$ cat src/hw/rtl/dbnc_pkg.sv
// ----------------------------------------------------------------------------
// Debouncer package
// Widths, reset values, register indexes and lane interface types.
// ----------------------------------------------------------------------------
package dbnc_pkg;

  localparam int PinW           = 8;
  localparam int CntW           = 8;
  localparam int CfgIdxW        = 2;
  localparam int CfgDataW       = 8;
  localparam int NumInputsDef   = 8;

  localparam logic [CntW-1:0] IdleCount     = 8'hFF;
  localparam logic [CntW-1:0] DebounceReset = 8'd20;
  localparam logic [PinW-1:0] ReportEnReset = 8'h00;

  typedef enum logic [CfgIdxW-1:0] {
    REG_DEBOUNCE_TIME = 2'd0,
    REG_REPORT_ENABLE = 2'd1
  } cfg_reg_e;

  // Shared per-scan control fanned out to every lane
  typedef struct packed {
    logic accept;
    logic started;
    logic tick;
  } lane_ctrl_t;

  // Next-state view of one lane, merged into the result word
  typedef struct packed {
    logic level;
    logic pending;
    logic settling;
  } lane_out_t;

endpackage

$ cat src/hw/rtl/multi_input_debouncer.sv
// ----------------------------------------------------------------------------
// Multi-input debouncer
// Counter-based debounce of a pin scan, one lane per pin, merged result word.
// ----------------------------------------------------------------------------
//  channel   | dir | handshake                    | payload
//  s_axis    | in  | s_axis_tvalid/s_axis_tready  | tdata: pins, report_clear; tuser: tick
//  m_axis    | out | m_axis_tvalid/m_axis_tready  | tdata: levels, pending, settling
//  cfg       | in  | cfg_valid_i/cfg_ready_o      | cfg_index_i, cfg_data_i
//
//  One scan per cycle; every lane updates in the accept cycle and the
//  result word appears in the output register on the next cycle.
//  Throughput is set by the output register: a new scan is taken whenever
//  it is empty or being drained in the same cycle.
//  Reset: all counters idle, levels and report flags zero, output empty.
//  Config writes are always ready and take effect on the next scan.
// ----------------------------------------------------------------------------
module multi_input_debouncer #(
  parameter int NumInputs = dbnc_pkg::NumInputsDef
) (
  input  logic                              clk_i,
  input  logic                              rst_ni,
  // tdata: [7:0] pins, [15:8] report_clear
  input  logic [2*dbnc_pkg::PinW-1:0]       s_axis_tdata,
  // tuser: [0] tick
  input  logic                              s_axis_tuser,
  input  logic                              s_axis_tvalid,
  output logic                              s_axis_tready,
  // tdata: [7:0] debounced_levels, [15:8] report_pending, [23:16] settling
  output logic [3*dbnc_pkg::PinW-1:0]       m_axis_tdata,
  output logic                              m_axis_tvalid,
  input  logic                              m_axis_tready,
  input  logic                              cfg_valid_i,
  output logic                              cfg_ready_o,
  input  logic [dbnc_pkg::CfgIdxW-1:0]      cfg_index_i,
  input  logic [dbnc_pkg::CfgDataW-1:0]     cfg_data_i
);

  localparam int PinW     = dbnc_pkg::PinW;
  localparam int NumLanes = (NumInputs < PinW) ? NumInputs : PinW;

  logic [dbnc_pkg::CntW-1:0] debounce_time_q;
  logic [PinW-1:0]           report_en_q;
  logic                      started_q;
  logic                      out_valid_q;
  logic [PinW-1:0]           levels_q, pending_q, settling_q;
  logic [PinW-1:0]           levels_d, pending_d, settling_d;
  logic [PinW-1:0]           pins, clr;
  logic                      in_accept;
  dbnc_pkg::lane_ctrl_t      ctrl;

  assign pins          = s_axis_tdata[PinW-1:0];
  assign clr           = s_axis_tdata[2*PinW-1:PinW];
  assign s_axis_tready = !out_valid_q || m_axis_tready;
  assign in_accept     = s_axis_tvalid && s_axis_tready;
  assign cfg_ready_o   = 1'b1;

  assign ctrl.accept  = in_accept;
  assign ctrl.started = started_q;
  assign ctrl.tick    = s_axis_tuser;

  // configuration registers; unknown indexes are dropped
  always_ff @(posedge clk_i or negedge rst_ni) begin
    if (!rst_ni) begin
      debounce_time_q <= dbnc_pkg::DebounceReset;
      report_en_q     <= dbnc_pkg::ReportEnReset;
    end else if (cfg_valid_i) begin
      unique case (cfg_index_i)
        dbnc_pkg::REG_DEBOUNCE_TIME: debounce_time_q <= cfg_data_i;
        dbnc_pkg::REG_REPORT_ENABLE: report_en_q     <= cfg_data_i;
        default: ;
      endcase
    end
  end

  for (genvar i = 0; i < PinW; i++) begin : g_lane
    if (i < NumLanes) begin : g_on
      dbnc_pkg::lane_out_t lane_out;
      dbnc_lane u_lane (
        .clk_i           (clk_i),
        .rst_ni          (rst_ni),
        .ctrl_i          (ctrl),
        .pin_i           (pins[i]),
        .clr_i           (clr[i]),
        .report_en_i     (report_en_q[i]),
        .debounce_time_i (debounce_time_q),
        .lane_o          (lane_out)
      );
      assign levels_d[i]   = lane_out.level;
      assign pending_d[i]  = lane_out.pending;
      assign settling_d[i] = lane_out.settling;
    end else begin : g_off
      assign levels_d[i]   = 1'b0;
      assign pending_d[i]  = 1'b0;
      assign settling_d[i] = 1'b0;
    end
  end

  // merge stage: lane bits into the result word
  always_ff @(posedge clk_i or negedge rst_ni) begin
    if (!rst_ni) begin
      started_q   <= 1'b0;
      out_valid_q <= 1'b0;
    end else begin
      if (in_accept) begin
        started_q <= 1'b1;
      end
      if (in_accept) begin
        out_valid_q <= 1'b1;
      end else if (m_axis_tready) begin
        out_valid_q <= 1'b0;
      end
    end
  end

  always_ff @(posedge clk_i) begin
    if (in_accept) begin
      levels_q   <= levels_d;
      pending_q  <= pending_d;
      settling_q <= settling_d;
    end
  end

  assign m_axis_tvalid = out_valid_q;
  assign m_axis_tdata  = {settling_q, pending_q, levels_q};

endmodule

$ cat src/hw/rtl/dbnc_lane.sv
// ----------------------------------------------------------------------------
// Debouncer lane
// Wait counter, debounced level and sticky report flag for one pin.
// ----------------------------------------------------------------------------
module dbnc_lane (
  input  logic                          clk_i,
  input  logic                          rst_ni,
  input  dbnc_pkg::lane_ctrl_t          ctrl_i,
  input  logic                          pin_i,
  input  logic                          clr_i,
  input  logic                          report_en_i,
  input  logic [dbnc_pkg::CntW-1:0]     debounce_time_i,
  output dbnc_pkg::lane_out_t           lane_o
);

  logic [dbnc_pkg::CntW-1:0] cnt_q, cnt_d;
  logic                      level_q, level_d;
  logic                      pend_q, pend_d;
  logic                      level_eff;
  logic                      differs;

  // first scan after reset takes the level straight from the pin
  assign level_eff = ctrl_i.started ? level_q : pin_i;
  assign differs   = pin_i ^ level_eff;

  always_comb begin
    cnt_d   = cnt_q;
    level_d = level_eff;
    pend_d  = pend_q & ~clr_i;
    if (cnt_q == dbnc_pkg::IdleCount) begin
      if (differs) begin
        cnt_d = debounce_time_i;
      end
    end else if (cnt_q == '0) begin
      if (differs) begin
        level_d = ~level_eff;
        pend_d  = report_en_i;
      end
      cnt_d = dbnc_pkg::IdleCount;
    end else if (ctrl_i.tick) begin
      cnt_d = cnt_q - 1'b1;
    end
  end

  always_ff @(posedge clk_i or negedge rst_ni) begin
    if (!rst_ni) begin
      cnt_q   <= dbnc_pkg::IdleCount;
      level_q <= 1'b0;
      pend_q  <= 1'b0;
    end else if (ctrl_i.accept) begin
      cnt_q   <= cnt_d;
      level_q <= level_d;
      pend_q  <= pend_d;
    end
  end

  assign lane_o.level    = level_d;
  assign lane_o.pending  = pend_d;
  assign lane_o.settling = (cnt_d != dbnc_pkg::IdleCount);

endmodule

$ cat config.mk
export PLATFORM = sky130hd
export DESIGN_NAME = multi_input_debouncer
export DESIGN_NICKNAME = d
export VERILOG_FILES = /design/src/hw/rtl/dbnc_pkg.sv /design/src/hw/rtl/multi_input_debouncer.sv /design/src/hw/rtl/dbnc_lane.sv
export SDC_FILE = /design/constraint.sdc
export NUM_CORES = 1
export LEC_CHECK = 0
export BUFFER_PORTS_ARGS = -buffer_cell sky130_fd_sc_hd__buf_4
export CELL_PAD_IN_SITES_DETAIL_PLACEMENT = 0
export CELL_PAD_IN_SITES_GLOBAL_PLACEMENT = 1
export CORE_ASPECT_RATIO = 1.25
export CORE_MARGIN = 2
export CORE_UTILIZATION = 49
export CTS_CLUSTER_SIZE = 10
export DETAILED_ROUTE_END_ITERATION = 8
export HOLD_SLACK_MARGIN = 0.05
export PLACE_DENSITY = 0.82
export SLEW_MARGIN = 15
export SYNTH_ARGS = -nofsm -noshare
export SYNTH_HDL_FRONTEND = slang
export SYNTH_HIERARCHICAL = 1
export SYNTH_SLANG_ARGS = --single-unit
$ cat constraint.sdc
create_clock -name clk_i -period 3 [get_ports clk_i]
set_clock_uncertainty 0.05 [all_clocks]
set_input_delay 0.3 -clock clk_i [delete_from_list [all_inputs] [get_ports clk_i]]
set_output_delay 0.3 -clock clk_i [all_outputs]
set_load 0.005 [all_outputs]
==> summary.txt <==
Ys Warns - 6
Synth top area share - 19.7%
Max-slew violation count - 0
Sequential power share - 40.4%
Clock tree from TritonCTS - built
Dpl cell area - 9290 um2
Most frequent cell after synthesis - nand2_1
Worst VDD drop - 487 uV
# rows - 54
DRT antenna net count - 0
Power density cells - 901 nW/um2
Placed cells - 1132
Ranking of synthesized cells by area - dfstp_2 20%, dfrtp_1 9.1%, edfxtp_1 8.2%
Minimum clock period - 2.50 ns
Status - completed
Worst skew pair latency - 0.42 ns
Detailed Route Iter0 Violations - 417
Startpoint types - register
Max Freq - 0.400 GHz
Rel. slew slack - 50.7%
Core Area - 17600 um2
Syn Std Cell Area - 8820 um2
Pleak - 4.07 nW
Yosys cell types - 86
Register area share after synthesis - 36.9%
Clock Path Buffers - 2
Dpl hpwl - 14900 um
Setup TNS - 0 ns
Design Area, Final - 9980 um2
Number of global-route vias before repair - 6899
Die footprint - 19100 um2
H-tree levels - 4
CTS clk-pin slew, worst paths - 0.06 ns
Gr ovfl total - 0
Maxcap violations - 0
Top Ports - 59
Avg Cell Area, Syn - 9.84 um2
Initial core utilization - 50.2%
Worst Hold Class - in -> reg
Post-Layout Cell Count - 1166
Maximum number of pins on one net before global-route repair - 52
Hold Violations, Final - 0
Crit Path Class - reg -> reg
Fraction of synthesis flops using an asynchronous set or reset pin - 80.3%
Final nets - 985
Antenna cells - 0
WP data arrival - 2.75 ns
Gpl congestion - 0.902
RSZ-0062 raised after global routing - false
Global-route usage over all layers - 24.0%
Cell taking the most area after synthesis - dfstp_2
Port bufs - 57
First-pass GRT wire length - 35900 um
Psw - 3.36 mW
Clk pwr share - 25.9%
Vias/cell - 6.08
Setup ws final - 0.498 ns
Sw Ratio - 37.3%
Via count - 7088
Post-Synthesis Cells - 896
Die width - 124 um
Drt wl/cell - 18.8 um
Initial antenna violation count - 0
Synth-to-Final Area Change - 13.2%
CP required - 3.25 ns
Drt pass-1 iters - 5
Worst-path maximum fanout - 8
Die Y - 154 um
Syn_nets - 952
Clk sinks - 122
Final setup vio count - 0
Detailed-route wire length - 21900 um
Period utilization - 83.4%
Measured slew at the worst slew-check pin - 0.740 ns
Number of remaining DRC errors - 0
Seq cells post-synth - 122
Gate power share - 33.8%
Post-synth top cells - 75 x nand2_1, 66 x dfstp_2, 65 x o21ai_0
Top_reg_cell synth - dfstp_2
Clock Tree Root - clkbuf_16
Post-synth EDFFs - 24
DP Worst Slack - 0.505 ns
Share of layout cells above drive strength 1 - 33.9%
Num CTS Buffers - 17
Int Pwr - 5.64 mW
Critical path endpoint category - register
[kinds of logic after synthesis]
logic type,count (synthesis),share of synthesized area [%]
AO/OA/AOI/OAI,244,17.9
XOR/XNOR,20,2.24
adder cells (fa/ha/maj),24,3.41
buffers and inverters,90,5.73
flip-flops,122,36.9
multiplexers,63,8.94
other,1,0.0425
AND/OR/NAND/NOR,332,24.8
[power by group through the flow]
stage                     Sequential [mW]  Clock (mW)  Combinational (mW)
after global placement               3.61           0                2.98
after global routing                 3.76        2.46                3.38
after floorplan                      3.20           0                2.68
final                                3.63        2.33                3.04
after detailed placement             3.62           0                3.00
after CTS                            3.61        2.37                3.02
[sequential cells by signal (all words and copies together), names as in the netlist]
| register | cells |
|---|---|
| levels_q | 8 |
| g_lane.g_on.u_lane/cnt_q | 64 |
| debounce_time_q | 8 |
| started_q | 1 |
| g_lane.g_on.u_lane/level_q | 8 |
| g_lane.g_on.u_lane/pend_q | 8 |
| settling_q | 8 |
| pending_q | 8 |
| m_axis_tvalid | 1 |
| report_en_q | 8 |
[routing by layer]
| layer | GRT usage [%] | vias to the layer above | routed length [um] |
|---|---|---|---|
| met5 | 0 | - | 0 |
| met4 | 8.67 | 0 | 439 |
| met3 | 4.38 | 37 | 1060 |
| met2 | 38.9 | 207 | 10700 |
| met1 | 31.9 | 3442 | 9720 |
| li1 | - | 3402 | - |
[cell usage in the layout, fill, tap and decap left out, types with 14 or more instances in the layout]
cell type / netlist / layout
nor2_1: 57 / 57
ha_1: 24 / 24
buf_4: 20 / 71
o22ai_1: 20 / 20
inv_1: 28 / 28
mux2_2: 34 / 34
a31oi_1: 19 / 19
o21ai_0: 65 / 65
nor3_1: 14 / 14
dfrtp_1: 32 / 32
edfxtp_1: 24 / 24
dfstp_2: 66 / 66
a21oi_1: 57 / 57
nand3_1: 26 / 26
mux2_4: 22 / 22
clkbuf_16: 0 / 17
nand2_1: 75 / 75
[area by class of cell]
cell class / count / area [um2]
sequential: 122 / 3260
fill: 1568 / 7590
clock inverter: 13 / 223
clock buffer: 19 / 443
multi-input combinational: 684 / 5060
timing repair buffer: 76 / 613
inverter: 28 / 105
tap: 224 / 280
[stage by stage]
step	hold WS, ns	utilization (%)	total power [mW]
2_1_floorplan	-0.0456	-	5.88
3_3_place_gp	0.343	52.9	6.59
3_5_place_dp	0.356	52.9	6.62
4_1_cts	0.0559	56.8	9.00
5_1_grt	0.0584	56.8	9.60
6_report	0.0705	56.8	8.99
[critical path, stage by stage, from the launching register on]
cell and delay, ns:
dfstp_2 0.40, or4_4 0.58, or4b_4 0.61, nor2_4 0.15, mux2_4 0.31, mux2_1 0.29
[path summary, 6_finish.rpt]
path	startpoint	end	slack [ns]	depth (start not counted)
max	g_lane[6].g_on.u_lane/cnt_q[5]	g_lane[6].g_on.u_lane/pend_q	0.50	5
min	cfg_data_i[1]	report_en_q[1]	0.07	2
max reg2reg	g_lane[6].g_on.u_lane/cnt_q[5]	g_lane[6].g_on.u_lane/pend_q	0.50	5
min reg2reg	g_lane[5].g_on.u_lane/pend_q	g_lane[5].g_on.u_lane/pend_q	0.43	1
max in group asynchronous	rst_ni	g_lane[7].g_on.u_lane/cnt_q[1]	1.68	3
min in group asynchronous	rst_ni	g_lane[2].g_on.u_lane/level_q	0.44	2
[repair_timing]
| item | CTS | global route |
|---|---|---|
| hold endpoints to repair | 17 | 0 |
| gates resized for setup | 0 | 0 |
| hold buffers | 2 | 0 |
| buffers inserted | 0 | 0 |
(Power assumes the default switching activity.)
